==> config.mk <==
export PLATFORM = sky130hd
export DESIGN_NAME = peer_liveness_loss_tracker
export DESIGN_NICKNAME = d
export VERILOG_FILES = /design/src/rtl/pllt_pkg.sv /design/src/rtl/pllt_alu.sv /design/src/rtl/peer_liveness_loss_tracker.sv
export VERILOG_INCLUDE_DIRS = /design/src /design/src/rtl
export SDC_FILE = /design/constraint.sdc
export NUM_CORES = 2
export LEC_CHECK = 0
export ABC_CLOCK_PERIOD_IN_PS = 6700
export BUFFER_PORTS_ARGS = -buffer_cell sky130_fd_sc_hd__buf_2
export CAP_MARGIN = 20
export CELL_PAD_IN_SITES_DETAIL_PLACEMENT = 0
export CELL_PAD_IN_SITES_GLOBAL_PLACEMENT = 1
export CORE_ASPECT_RATIO = 1.75
export CORE_MARGIN = 1.5
export CORE_UTILIZATION = 44
export DETAILED_ROUTE_END_ITERATION = 7
export GPL_TIMING_DRIVEN = 0
export MAX_ROUTING_LAYER = met4
export PLACE_DENSITY = 0.82
export RECOVER_POWER = 25
export SYNTH_ARGS = -nofsm -noshare
export SYNTH_HDL_FRONTEND = slang
export SYNTH_SLANG_ARGS = --single-unit
==> constraint.sdc <==
create_clock -name clk_i -period 6.7 [get_ports clk_i]
set_clock_uncertainty 0.1 [all_clocks]
set_input_delay 0 -clock clk_i [delete_from_list [all_inputs] [get_ports clk_i]]
set_output_delay 0 -clock clk_i [all_outputs]
set_load 0.01 [all_outputs]
==> src/rtl/peer_liveness_loss_tracker_assert.svh <==
// Assertion macros for the peer liveness tracker.
// Needs clk_i and rst_ni in the scope that uses them.
`ifndef PEER_LIVENESS_LOSS_TRACKER_ASSERT_SVH
`define PEER_LIVENESS_LOSS_TRACKER_ASSERT_SVH

// Same-cycle implication, off during reset.
`define PLLT_ASSERT_IMP(lbl, ante, cons, msg) \
  lbl: assert property (@(posedge clk_i) disable iff (!rst_ni) (ante) |-> (cons)) \
    else $error(msg);

// Next-cycle implication, off during reset.
`define PLLT_ASSERT_NXT(lbl, ante, cons, msg) \
  lbl: assert property (@(posedge clk_i) disable iff (!rst_ni) (ante) |=> (cons)) \
    else $error(msg);

`endif

==> src/rtl/pllt_pkg.sv <==
// Package for the peer liveness tracker: sizes, reset values, codes.
// Used by pllt_alu and peer_liveness_loss_tracker; no dependencies.
`timescale 1ns / 1ps

package pllt_pkg;

  localparam int Nodes  = 8;
  localparam int NodeW  = (Nodes > 1) ? $clog2(Nodes) : 1;
  localparam int WordW  = 32;
  localparam int TimerW = 16;
  localparam int SelfW  = 3;
  localparam int IdW    = 3;
  localparam int CfgW   = 16;
  localparam int MaskW  = 8;

  localparam logic [SelfW-1:0]  SelfNodeRst    = '0;
  localparam logic [TimerW-1:0] AliveReloadRst = 16'd8000;

  typedef enum logic [0:0] {
    CfgSelfNode    = 1'b0,
    CfgAliveReload = 1'b1
  } cfg_idx_e;

  // shared adder control
  typedef struct packed {
    logic invert_b;
    logic carry_in;
  } alu_ctl_t;

endpackage

==> src/rtl/pllt_alu.sv <==
// Shared 32-bit add/subtract unit of the peer liveness tracker.
// Depends on pllt_pkg.
`timescale 1ns / 1ps

module pllt_alu (
  input  logic [pllt_pkg::WordW-1:0] a_i,
  input  logic [pllt_pkg::WordW-1:0] b_i,
  input  pllt_pkg::alu_ctl_t         ctl_i,
  output logic [pllt_pkg::WordW-1:0] sum_o,
  output logic                       carry_o
);

  logic [pllt_pkg::WordW-1:0] b_op;

  assign b_op = ctl_i.invert_b ? ~b_i : b_i;

  // carry out doubles as "no borrow" when subtracting
  assign {carry_o, sum_o} = {1'b0, a_i} + {1'b0, b_op}
                          + (pllt_pkg::WordW + 1)'(ctl_i.carry_in);

endmodule

==> src/rtl/peer_liveness_loss_tracker.sv <==
// Peer liveness tracker top level: sequencer, node tables, result registers.
// Depends on pllt_pkg, pllt_alu and peer_liveness_loss_tracker_assert.svh.
`timescale 1ns / 1ps
//
// Usage
// - Command channel: an item is taken on a clock edge with start_i high and
//   busy_o low. operation_i = 1 is a packet from node_i with
//   sequence_number_i; operation_i = 0 is a time tick at now_ms_i.
// - Result channel: done_o pulses for one cycle; alive_mask_o, lost_mask_o,
//   loss_count_o and receive_count_o are valid in that cycle. lost_mask_o and
//   the counts hold until the next result, alive_mask_o follows the timers.
//   There is no back-pressure: the receiver takes the result then.
// - Sequencing: a packet runs the gap, loss update and receive count steps,
//   each one pass through the shared adder. A tick computes the elapsed
//   time and, when a previous time is stored, then walks the node timers
//   one per cycle through the same adder.
// - Hand-off: busy_o stays high until done_o rises; start_i is taken again
//   in the done_o cycle, so a new item is taken only after the last is done.
// - Config: cfg_we_i writes self node (index 0) or alive reload (index 1)
//   at once; write only while idle.
// - Reset: all counters and sequences clear, node 0 timer holds the reload
//   reset value, previous time is zero.
module peer_liveness_loss_tracker (
  input  logic                                clk_i,
  input  logic                                rst_ni,
  // config port
  input  logic                                cfg_we_i,
  input  logic [0:0]                          cfg_idx_i,
  input  logic [pllt_pkg::CfgW-1:0]           cfg_data_i,
  // command
  input  logic                                start_i,
  output logic                                busy_o,
  input  logic                                operation_i,
  input  logic [pllt_pkg::IdW-1:0]            node_i,
  input  logic [pllt_pkg::WordW-1:0]          sequence_number_i,
  input  logic [pllt_pkg::WordW-1:0]          now_ms_i,
  // result
  output logic                                done_o,
  output logic [pllt_pkg::MaskW-1:0]          alive_mask_o,
  output logic [pllt_pkg::MaskW-1:0]          lost_mask_o,
  output logic [pllt_pkg::WordW-1:0]          loss_count_o,
  output logic [pllt_pkg::WordW-1:0]          receive_count_o
);

  typedef enum logic [5:0] {
    StIdle    = 6'b000001,
    StGap     = 6'b000010,
    StLoss    = 6'b000100,
    StSeen    = 6'b001000,
    StElapsed = 6'b010000,
    StWalk    = 6'b100000
  } state_e;

  state_e state_q, state_d;

  // config registers
  logic [pllt_pkg::SelfW-1:0]  self_q;
  logic [pllt_pkg::TimerW-1:0] reload_q;

  // latched item
  logic [pllt_pkg::IdW-1:0]    node_q;
  logic [pllt_pkg::WordW-1:0]  seq_q;
  logic [pllt_pkg::WordW-1:0]  now_q;

  // node tables
  logic [pllt_pkg::WordW-1:0]  last_seq_q [pllt_pkg::Nodes];
  logic [pllt_pkg::WordW-1:0]  lost_q     [pllt_pkg::Nodes];
  logic [pllt_pkg::WordW-1:0]  seen_q     [pllt_pkg::Nodes];
  logic [pllt_pkg::TimerW-1:0] timer_q    [pllt_pkg::Nodes];
  logic [pllt_pkg::Nodes-1:0]  alive_q;
  logic [pllt_pkg::WordW-1:0]  prev_q;

  // working registers
  logic [pllt_pkg::WordW-1:0]  gap_q;    // also holds elapsed time on ticks
  logic [pllt_pkg::NodeW-1:0]  idx_q;
  logic [pllt_pkg::MaskW-1:0]  lost_acc_q;

  // result registers
  logic                        done_q;
  logic [pllt_pkg::MaskW-1:0]  lost_mask_q;
  logic [pllt_pkg::WordW-1:0]  loss_out_q;
  logic [pllt_pkg::WordW-1:0]  recv_out_q;

  logic                        accept;
  logic                        node_ok;
  logic [pllt_pkg::NodeW-1:0]  addr;
  logic                        last_idx;
  logic                        skip_self;
  logic [pllt_pkg::TimerW-1:0] timer_rd;
  logic [pllt_pkg::WordW-1:0]  alu_a, alu_b, alu_sum;
  logic                        alu_carry;
  pllt_pkg::alu_ctl_t          alu_ctl;
  logic [pllt_pkg::WordW-1:0]  lost_new;
  logic [pllt_pkg::TimerW-1:0] timer_new;
  logic [pllt_pkg::MaskW-1:0]  lost_bit;

  assign accept    = start_i && (state_q == StIdle);
  assign busy_o    = (state_q != StIdle);
  assign node_ok   = 32'(node_q) < pllt_pkg::Nodes;
  assign addr      = (state_q == StWalk) ? idx_q : pllt_pkg::NodeW'(node_q);
  assign last_idx  = (idx_q == pllt_pkg::NodeW'(pllt_pkg::Nodes - 1));
  assign skip_self = (32'(idx_q) == 32'(self_q));
  assign timer_rd  = timer_q[addr];
  // nodes past the mask width shift out to zero
  assign lost_bit  = pllt_pkg::MaskW'(1) << idx_q;

  // operand select for the shared adder
  always_comb begin
    alu_a   = '0;
    alu_b   = '0;
    alu_ctl = '{invert_b: 1'b0, carry_in: 1'b0};
    unique case (state_q)
      StGap: begin      // seq - last - 1
        alu_a   = seq_q;
        alu_b   = last_seq_q[addr];
        alu_ctl = '{invert_b: 1'b1, carry_in: 1'b0};
      end
      StLoss: begin     // lost + gap
        alu_a = lost_q[addr];
        alu_b = gap_q;
      end
      StSeen: begin     // seen + 1
        alu_a   = seen_q[addr];
        alu_ctl = '{invert_b: 1'b0, carry_in: 1'b1};
      end
      StElapsed: begin  // now - prev
        alu_a   = now_q;
        alu_b   = prev_q;
        alu_ctl = '{invert_b: 1'b1, carry_in: 1'b1};
      end
      StWalk: begin     // timer - elapsed, carry set when no borrow
        alu_a   = {{(pllt_pkg::WordW - pllt_pkg::TimerW){1'b0}}, timer_rd};
        alu_b   = gap_q;
        alu_ctl = '{invert_b: 1'b1, carry_in: 1'b1};
      end
      default: ;
    endcase
  end

  pllt_alu u_alu (
    .a_i    (alu_a),
    .b_i    (alu_b),
    .ctl_i  (alu_ctl),
    .sum_o  (alu_sum),
    .carry_o(alu_carry)
  );

  // loss count update: held while no sequence is stored; negative gap restarts, else saturating add
  always_comb begin
    lost_new = lost_q[addr];
    if (last_seq_q[addr] != '0) begin
      if (gap_q[pllt_pkg::WordW-1]) begin
        lost_new = '0;
      end else if (alu_carry) begin
        lost_new = '1;
      end else begin
        lost_new = alu_sum;
      end
    end
  end

  assign timer_new = alu_carry ? alu_sum[pllt_pkg::TimerW-1:0] : '0;

  always_comb begin
    state_d = state_q;
    unique case (state_q)
      StIdle: begin
        if (start_i) begin
          state_d = operation_i ? StGap : StElapsed;
        end
      end
      StGap:     state_d = node_ok ? StLoss : StIdle;
      StLoss:    state_d = StSeen;
      StSeen:    state_d = StIdle;
      StElapsed: state_d = (prev_q == '0) ? StIdle : StWalk;
      StWalk:    state_d = last_idx ? StIdle : StWalk;
      default:   state_d = StIdle;
    endcase
  end

  always_ff @(posedge clk_i or negedge rst_ni) begin
    if (!rst_ni) begin
      state_q <= StIdle;
    end else begin
      state_q <= state_d;
    end
  end

  // config writes
  always_ff @(posedge clk_i or negedge rst_ni) begin
    if (!rst_ni) begin
      self_q   <= pllt_pkg::SelfNodeRst;
      reload_q <= pllt_pkg::AliveReloadRst;
    end else if (cfg_we_i) begin
      unique case (pllt_pkg::cfg_idx_e'(cfg_idx_i))
        pllt_pkg::CfgSelfNode:    self_q   <= cfg_data_i[pllt_pkg::SelfW-1:0];
        pllt_pkg::CfgAliveReload: reload_q <= cfg_data_i[pllt_pkg::TimerW-1:0];
        default: ;
      endcase
    end
  end

  // item latch and working registers
  always_ff @(posedge clk_i) begin
    if (accept) begin
      node_q <= node_i;
      seq_q  <= sequence_number_i;
      now_q  <= now_ms_i;
    end
    if (state_q == StGap || state_q == StElapsed) begin
      gap_q <= alu_sum;
    end
  end

  // node tables and tick bookkeeping
  always_ff @(posedge clk_i or negedge rst_ni) begin
    if (!rst_ni) begin
      for (int i = 0; i < pllt_pkg::Nodes; i++) begin
        last_seq_q[i] <= '0;
        lost_q[i]     <= '0;
        seen_q[i]     <= '0;
        timer_q[i]    <= (i == 0) ? pllt_pkg::AliveReloadRst : '0;
      end
      alive_q    <= pllt_pkg::Nodes'(1);
      prev_q     <= '0;
      idx_q      <= '0;
      lost_acc_q <= '0;
    end else begin
      unique case (state_q)
        StLoss: begin
          lost_q[addr]     <= lost_new;
          last_seq_q[addr] <= seq_q;
          timer_q[addr]    <= reload_q;
          alive_q[addr]    <= (reload_q != '0);
        end
        StSeen: seen_q[addr] <= alu_sum;
        StElapsed: begin
          idx_q      <= '0;
          lost_acc_q <= '0;
          if (prev_q == '0) begin
            prev_q <= now_q;
          end
        end
        StWalk: begin
          if (!skip_self) begin
            timer_q[addr] <= timer_new;
            alive_q[addr] <= (timer_new != '0);
            if (!alu_carry && timer_rd != '0) begin
              lost_acc_q <= lost_acc_q | lost_bit;
            end
          end
          idx_q <= idx_q + 1'b1;
          if (last_idx) begin
            prev_q <= now_q;
          end
        end
        default: ;
      endcase
    end
  end

  // result registers, loaded as the sequencer returns to idle
  always_ff @(posedge clk_i or negedge rst_ni) begin
    if (!rst_ni) begin
      done_q      <= 1'b0;
      lost_mask_q <= '0;
      loss_out_q  <= '0;
      recv_out_q  <= '0;
    end else begin
      done_q <= (state_q != StIdle) && (state_d == StIdle);
      if ((state_q == StGap && !node_ok) ||
          (state_q == StElapsed && prev_q == '0)) begin
        lost_mask_q <= '0;
        loss_out_q  <= '0;
        recv_out_q  <= '0;
      end else if (state_q == StSeen) begin
        lost_mask_q <= '0;
        loss_out_q  <= lost_q[addr];
        recv_out_q  <= alu_sum;
      end else if (state_q == StWalk && last_idx) begin
        lost_mask_q <= (!skip_self && !alu_carry && timer_rd != '0)
                     ? (lost_acc_q | lost_bit) : lost_acc_q;
        loss_out_q  <= '0;
        recv_out_q  <= '0;
      end
    end
  end

  for (genvar g = 0; g < pllt_pkg::MaskW; g++) begin : g_alive
    if (g < pllt_pkg::Nodes) begin : g_on
      assign alive_mask_o[g] = alive_q[g];
    end else begin : g_off
      assign alive_mask_o[g] = 1'b0;
    end
  end

  assign done_o          = done_q;
  assign lost_mask_o     = lost_mask_q;
  assign loss_count_o    = loss_out_q;
  assign receive_count_o = recv_out_q;

  `include "peer_liveness_loss_tracker_assert.svh"

  // a result only appears once the sequencer is back at idle
  `PLLT_ASSERT_IMP(a_done_idle, done_o, !busy_o, "result while busy")
  // an accepted item always occupies the sequencer
  `PLLT_ASSERT_NXT(a_accept_busy, start_i && !busy_o, busy_o, "accept without busy")
  // a node just declared lost cannot be alive in the same result
  `PLLT_ASSERT_IMP(a_lost_dead, done_o, (lost_mask_o & alive_mask_o) == '0,
                   "lost node shown alive")
  // packet fields stay zero on a tick that lost nodes
  `PLLT_ASSERT_IMP(a_tick_clean, done_o && lost_mask_o != '0,
                   loss_count_o == '0 && receive_count_o == '0, "tick with packet fields")

endmodule

### Word-level counts from Yosys, hierarchy flattened

Cells that the tools add are included.
W data, S select, Z words.

| storage, ports and cells | value |
|---|---|
| memories | 0 |
| input bits | 89 |
| bits in writable memories | 0 |
| bits in latches | 0 |
| memory bits (read-only) | 0 |
| word-level logic and storage cells | 159 |
| output and inout port bits | 82 |
| register bits after elaboration | 1,144 |

| cells by class | value |
|---|---|
| equal/unequal tests | 14 |
| reductions and logical operators | 27 |
| order comparisons | 4 |
| add/sub/neg operators | 3 |
| bitwise operators | 4 |
| shift operators | 1 |
| multiply operators | 0 |
| div/mod/pow operators | 0 |
| mux-type cells | 59 |

Operators by type and width:

| kind | count |
|---|---|
| $bwmux W256 | 3 |
| $mux W32 | 18 |
| $bmux W32 S3 | 3 |
| $bwmux W128 | 2 |
| $pmux W128 S2 | 1 |
| $pmux W32 S5 | 1 |
| $mux W128 | 1 |
| $demux W32 S3 | 1 |
| $pmux W32 S3 | 1 |
| $mux W16 | 4 |
| $pmux W32 S2 | 1 |
| $mux W8 | 7 |
| $bmux W16 S3 | 1 |
| $demux W16 S3 | 1 |
| $reduce_bool A16 Y1 | 3 |
| $add A32 B32 Y33 | 1 |
| $add A33 B1 Y33 | 1 |
| $logic_not A32 Y1 | 1 |
| $not A32 Y32 | 1 |
| $pmux W8 S2 | 2 |
| $reduce_bool A32 Y1 | 1 |
| $pmux W6 S5 | 1 |
| $mux W6 | 3 |
| $bwmux W8 | 2 |
| 33 further kinds | 51 |

### Depth between registers and ports, before layout

| depth | value |
|---|---|
| depth in word-level cells | 18 |
| mapped depth | 30 |
| mapped depth without buffers | 23 |

### Modules after synthesis

From an unflattened synthesis, not the netlist that was laid out.

| second synthesis, totals | value |
|---|---|
| cell total of the unflattened synthesis | 5,154 |
| area, all modules | 55,568.3 sq um |

Modules (own cells, without submodules):

| module | area each (sq um) | sequential area each (sq um) | cells each | times used |
|---|---|---|---|---|
| peer_liveness_loss_tracker | 53,188.5 | 29,140.4 | 4,818 | 1 |
| pllt_alu | 2,379.8 | 0.0 | 336 | 1 |

### Least setup slack after synthesis

OpenSTA, ideal clock, no wires.

| timing | value |
|---|---|
| path kind | register to register |
| start point | reg state_q[4] |
| end point | reg lost_q[93] (netlist name) |
| path slack | 0.385 ns |
| period minus slack after synthesis | 6.315 ns |
| cell stages (with the launch flop) | 27 |
| setup time | 0.077 ns |
| data arrival time | 6.138 ns |
| buffers on the path | 7 |
| required time | 6.523 ns |
| path through | dfrtp_1 -> or4_4 -> buf_2 -> nor3_1 -> or2_2 -> buf_4 -> buf_4 -> buf_4 -> buf_2 -> buf_2 -> mux2i_1 -> mux4_2 -> o211ai_1 -> fa_1 -> inv_1 -> fa_1 -> nor2b_1 -> o31a_1 -> o22ai_1 -> a2111oi_0 -> o211ai_1 -> nand2_1 -> o21a_1 -> clkbuf_1 -> o21ai_0 -> mux2_4 -> a21oi_1 |

| on the way | value |
|---|---|
| cells in the longest elaborated chain, start to end | 15 |
| elaborated cells between the ends (all ways) | 38 |
| those cells by class | 2 x add/sub; 2 x order compare; 5 x eq/ne; 23 x mux; 2 x bitwise; 4 x reduce/logical |

RTL lines:

| what | RTL line | source |
|---|---|---|
| from (decl) | peer_liveness_loss_tracker.sv:54 | `state_e state_q, state_d;` |
| from (signal assigned) | peer_liveness_loss_tracker.sv:183 | `state_q <= StIdle;` |
| from (signal assigned) | peer_liveness_loss_tracker.sv:185 | `state_q <= state_d;` |
| $eq A6 B6 Y1 | peer_liveness_loss_tracker.sv:100, peer_liveness_loss_tracker.sv:112 |  |
| $mux W3 | peer_liveness_loss_tracker.sv:100 | `assign addr = (state_q == StWalk) ? idx_q : pllt_pkg::NodeW'(node_q);` |
| $not A3 Y4 (not written as such) | n/a |  |
| $bmux W32 S3 | peer_liveness_loss_tracker.sv:115, peer_liveness_loss_tracker.sv:151 |  |
| $mux W32 (not written as such) (2 in a row) | peer_liveness_loss_tracker.sv:115, peer_liveness_loss_tracker.sv:151 |  |
| $pmux W32 S3 | peer_liveness_loss_tracker.sv:112 | `unique case (state_q)` |
| $not A32 Y32 | pllt_alu.sv:15 | `assign b_op = ctl_i.invert_b ? ~b_i : b_i;` |
| $mux W32 | pllt_alu.sv:15 |  |
| $add A32 B32 Y33 | pllt_alu.sv:18 | `assign {carry_o, sum_o} = {1'b0, a_i} + {1'b0, b_op}` |
| $add A33 B1 Y33 | pllt_alu.sv:19 | `+ (pllt_pkg::WordW + 1)'(ctl_i.carry_in);` |
| $mux W32 | peer_liveness_loss_tracker.sv:154 | `end else if (alu_carry) begin` |
| $mux W32 | peer_liveness_loss_tracker.sv:152 | `if (gap_q[pllt_pkg::WordW-1]) begin` |
| $mux W32 | peer_liveness_loss_tracker.sv:151 | `if (last_seq_q[addr] != '0) begin` |
| $bwmux W256 | peer_liveness_loss_tracker.sv:231 | `lost_q[addr] <= lost_new;` |
| to (signal, indexed assignment) | peer_liveness_loss_tracker.sv:231 |  |
| to (decl) | peer_liveness_loss_tracker.sv:67 | `logic [pllt_pkg::WordW-1:0] lost_q [pllt_pkg::Nodes];` |

Parallel ways exist; a longest one is shown, timed or not. The select of a mux whose other input is x is not followed.
A chain may end at the register's enable or synchronous reset.

### Final worst setup path

| timing | value |
|---|---|
| start point | reg state_q[2] |
| end point | reg gap_q[23] (netlist name), data pin |

| on the way | value |
|---|---|
| cells in the longest elaborated chain, start to end | 11 |
| elaborated cells between the ends (all ways) | 28 |
| those cells by class | 2 x add/sub; 5 x eq/ne; 17 x mux; 2 x bitwise; 2 x reduce/logical |

RTL lines:

| what | RTL line | source |
|---|---|---|
| $eq A6 B6 Y1 | peer_liveness_loss_tracker.sv:100, peer_liveness_loss_tracker.sv:112 |  |
| $mux W3 | peer_liveness_loss_tracker.sv:100 |  |
| $not A3 Y4 (not written as such) | n/a |  |
| $bmux W32 S3 | peer_liveness_loss_tracker.sv:115 | `alu_b = last_seq_q[addr];` |
| $mux W32 (not written as such) (2 in a row) | peer_liveness_loss_tracker.sv:115 |  |
| $pmux W32 S3 | peer_liveness_loss_tracker.sv:112 |  |
| $not A32 Y32 | pllt_alu.sv:15 |  |
| $mux W32 | pllt_alu.sv:15 |  |
| $add A32 B32 Y33 | pllt_alu.sv:18 |  |
| $add A33 B1 Y33 (*) | pllt_alu.sv:19 |  |
| net alu_sum (one bit) | peer_liveness_loss_tracker.sv:90 | `logic [pllt_pkg::WordW-1:0] alu_a, alu_b, alu_sum;` |
| to (signal assigned) | peer_liveness_loss_tracker.sv:211 | `gap_q <= alu_sum;` |
| to (decl) | peer_liveness_loss_tracker.sv:74 | `logic [pllt_pkg::WordW-1:0] gap_q;` |

The timed path passes the listed nets; every way through them passes the cells marked *. The select of a mux whose other input is x is not followed.

==> metrics.md <==
| Metric | Value |
|---|---|
| Status | `complete, but fails checks` |
| Failing checks | `DRC, capacitance limit, slew limit, setup timing` |
| Post-route cell area | `approximately 64000 um2` |
| Final clock period utilization by the worst path | `100%` |
| Root buf cell | `clkbuf_16` |
| Avg Inst Size Synth | `9.61 um2` |
| Tot Pwr | `0.0217 W` |
| Dpl hpwl | `around 180 mm` |
| Max Buffers Root-to-Sink | `3` |
| Nets | `slightly above 6000` |
| Cell Area, Placed | `55000 um2` |
| DR iter-0 viols | `6015` |
| Gr ovfl total | `0` |
| Register Area | `about 29000 um2` |
| DRT antenna net count | `0` |
| Slew @ Worst Pin | `approximately 4 ns` |
| Fmax | `0.149 GHz` |
| First-pass GRT wire length | `between 300 and 400 mm` |
| Syn Std Cell Area | `around 51000 um2` |
| Fin worst setup slack | `-0.00595 ns` |
| Share of post-route cells with drive strength above 1 | `16.9%` |
| Clock share of power | `29.1%` |
| YS warnings | `0` |
| Row count | `approximately 170` |
| Post-synth ARST share | `roughly 91%` |
| Port bufs | `170` |
| Final hold viol count | `0` |
| CP required | `approximately 7 ns` |
| Worst setup path class | `register to register` |
| Vias post-DR | `47675` |
| IR drop worst, VDD | `roughly 0.27 mV` |
| Post-synth EDFFs | `99` |
| CP Launch Type | `register` |
| Worst Path Arrival | `a little over 7 ns` |
| Hold Slack | `about 0.16 ns` |
| Hold crit path type | `primary input to register` |
| P_leak | `28.8 nW` |
| Final Core Density | `55.1%` |
| Worst setup EP type | `register` |
| Fillcell total | `about 10000` |
| Commonest non-fill, non-tap cell in the layout | `nand2_1` |
| DP Cell Count | `around 7100` |
| Syn-to-layout area delta | `24.1%` |
| Cts bufs inserted | `~110` |
| Clock sink count | `approximately 1100` |
| Drt total wl | `approximately 250 mm` |
| Pre-antenna DRT Iters | `8` |
| Initial Util | `between 40% and 50%` |
| Clk_lat worst skew | `0.79 ns` |
| Synth cell types | `a little over 80` |
| Core area | `around 120000 um2` |
| Vias in the first global route | `~46000` |
| Net switching power | `between 0.008 and 0.009 W` |
| CTS tree | `yes` |
| Register area share after synthesis | `between 50% and 60%` |
| Routed len/inst | `32.8 um` |
| Fin. max-slew vios | `between 400 and 500` |
| Area of the multi-input gates | `roughly 22000 um2` |
| Mapped Nets | `5484` |
| Post-Synthesis Cells | `around 5400` |
| Final GP Congestion | `roughly 1.1` |
| Slowest-stage cell, CP | `or4_4` |
| Die H | `about 460 um` |
| Worst slew margin | `-164%` |
| FF+latch count, synth | `around 1100` |
| Detail-routed via count per cell | `around 6.3` |
| Internal | `approximately 0.013 W` |
| Final Critical Period | `6.71 ns` |
| Cell repeated most along the worst path | `buf_4` |
| Largest fanout on the critical path | `10` |
| Leading cell types in the layout, fill and taps excluded | `1415 x nand2_1, 1029 x dfrtp_1, 617 x o21ai_0` |
| Reg clk slew, reported paths | `approximately 0.070 ns` |
| Sequential power share | `roughly two fifths` |
| # Max-Cap Violations | `3` |
| Switching Fraction | `a little under two fifths` |
| Comb pwr share | `a little under a third` |
| Die X | `261 um` |
| Full die area | `119000 um2` |
| Antenna violations before repair | `18` |
| PwrDens | `about 340 nW/um2` |
| Non-filler cells, final | `~7600` |
| Global Route Usage Sum | `between 40% and 50%` |
| Top Ports | `around 170` |
| Most used flip-flop cell after synthesis | `dfrtp_1` |
| Largest net degree at the start of global routing | `between 150 and 200` |
| H-tree lvl count | `3` |
| CP max stage delay | `0.62 ns` |
| # setup viols final | `7` |
| DRC errors left | `19` |
[sequential cells by signal, summed over array words and instances, names as in the netlist]
| register | cells |
|---|---|
| last_seq_q | 256 |
| lost_q | 256 |
| seen_q | 256 |
| timer_q | 128 |
| gap_q | 32 |
| loss_count_o | 32 |
| now_q | 32 |
| prev_q | 32 |
| receive_count_o | 32 |
| seq_q | 32 |
| reload_q | 16 |
| alive_mask_o | 8 |
| lost_acc_q | 8 |
| lost_mask_o | 8 |
| state_q | 6 |
| idx_q | 3 |
| node_q | 3 |
| self_q | 3 |
| done_o | 1 |
[layer usage]
metal,track usage (%),vias up,routed length (um)
met5,-,-,0
met4,37.7,0,26700
met1,47.8,23988,85700
met3,8.21,891,20600
li1,-,19945,-
met2,66.3,2851,116000
[kinds of logic (layout without fill, tap and decap cells)]
group	Yosys count	after routing	share of synthesized area, %
compound gates	1438	1438	16.6
xor+xnor	32	32	0.545
fa+ha+maj	39	39	0.978
buf+inv	485	1188	3.68
flops	1144	1144	56.6
mux	242	242	5.78
other cells	0	13	0
simple gates	1976	1976	15.8
[synth_stat cells, types with 20 or more instances]
cell	count	area share, %
o22ai_1	133	1.6
buf_1	21	0.15
a211oi_1	29	0.42
o21ai_1	30	0.29
mux2i_1	59	1.1
nand3_1	136	1.3
o211ai_1	21	0.31
nand2_1	1429	10
nor3_1	42	0.41
a222oi_1	25	0.49
a22oi_1	34	0.50
ha_1	37	0.90
mux4_2	20	0.88
inv_1	56	0.41
clkbuf_1	373	2.7
nor2_1	210	1.5
a31oi_1	61	0.74
buf_2	24	0.23
a21o_1	22	0.32
a21oi_1	189	1.8
mux2_2	136	3.0
o221ai_1	21	0.36
edfxtp_1	99	5.8
dfrtp_1	1031	50
nor4_1	41	0.50
and3_1	29	0.35
o21ai_0	710	6.9
[final timing paths]
kind / start / end / slack (ns) / depth (start not counted)
worst min register to register: last_seq_q[247]$_DFFE_PN0P_ / last_seq_q[247]$_DFFE_PN0P_ / 0.37 / 2
worst max-delay path: state_q[2]$_DFF_PN0_ / gap_q[23]$_DFFE_PP_ / -0.006 / 26
worst max register to register: state_q[2]$_DFF_PN0_ / gap_q[23]$_DFFE_PP_ / -0.006 / 26
worst min-delay path: cfg_idx_i / self_q[2]$_DFFE_PN0P_ / 0.16 / 4
min in group asynchronous: rst_ni / timer_q[121]$_DFFE_PN1P_ / 0.66 / 3
max in group asynchronous: rst_ni / lost_q[201]$_DFFE_PN0P_ / 0.95 / 5
[critical path, delay by kind of cell (launching register included)]
| family | cells | cell delay (ns) |
|---|---|---|
| simple gates | 4 | 1.02 |
| flops | 1 | 0.44 |
| compound gates | 11 | 2.35 |
| xor+xnor | 1 | 0.41 |
| buf+inv | 9 | 1.76 |
| fa+ha+maj | 1 | 0.31 |
[layout make-up]
cell class	instances	area share (%)
flip-flops and latches	1144	45.6
multi-input cells	3727	34.6
repair buffers	532	7.08
clock buffers	145	4.78
plain buffers	407	3.86
well taps	1503	2.94
clock inverters	46	0.711
inverters	58	0.349
diodes	13	0.0509
[stage by stage]
stage / setup slack (ns) / TNS, ns
2_1_floorplan: 0.385 / 0
3_3_place_gp: -17.34 / -
3_5_place_dp: -5.17 / -2753.42
4_1_cts: 0.00189 / 0
5_1_grt: -0.0267 / -0.314
6_report: -0.00595 / -0.0190
[power groups by stage]
stage,Combinational (W),Clock [W],Sequential (W)
finish,0.00689,0.00632,0.00853
global route,0.00701,0.00656,0.00860
CTS,0.00644,0.00632,0.00849
detailed placement,0.00558,0,0.00861
global placement,0.00534,0,0.00861
floorplan,0.00269,0,0.00840
[what timing repair did]
item / in CTS / in global routing
hold buffers: 182 / 0
cloned: 1 / 1
setup endpoints to repair: 728 / 508
hold endpoints to repair: 553 / 0
pin swaps: 51 / 49
buffers inserted: 81 / 43
gates resized for setup: 531 / 204
Note: power is estimated with default switching activity, not from simulation.
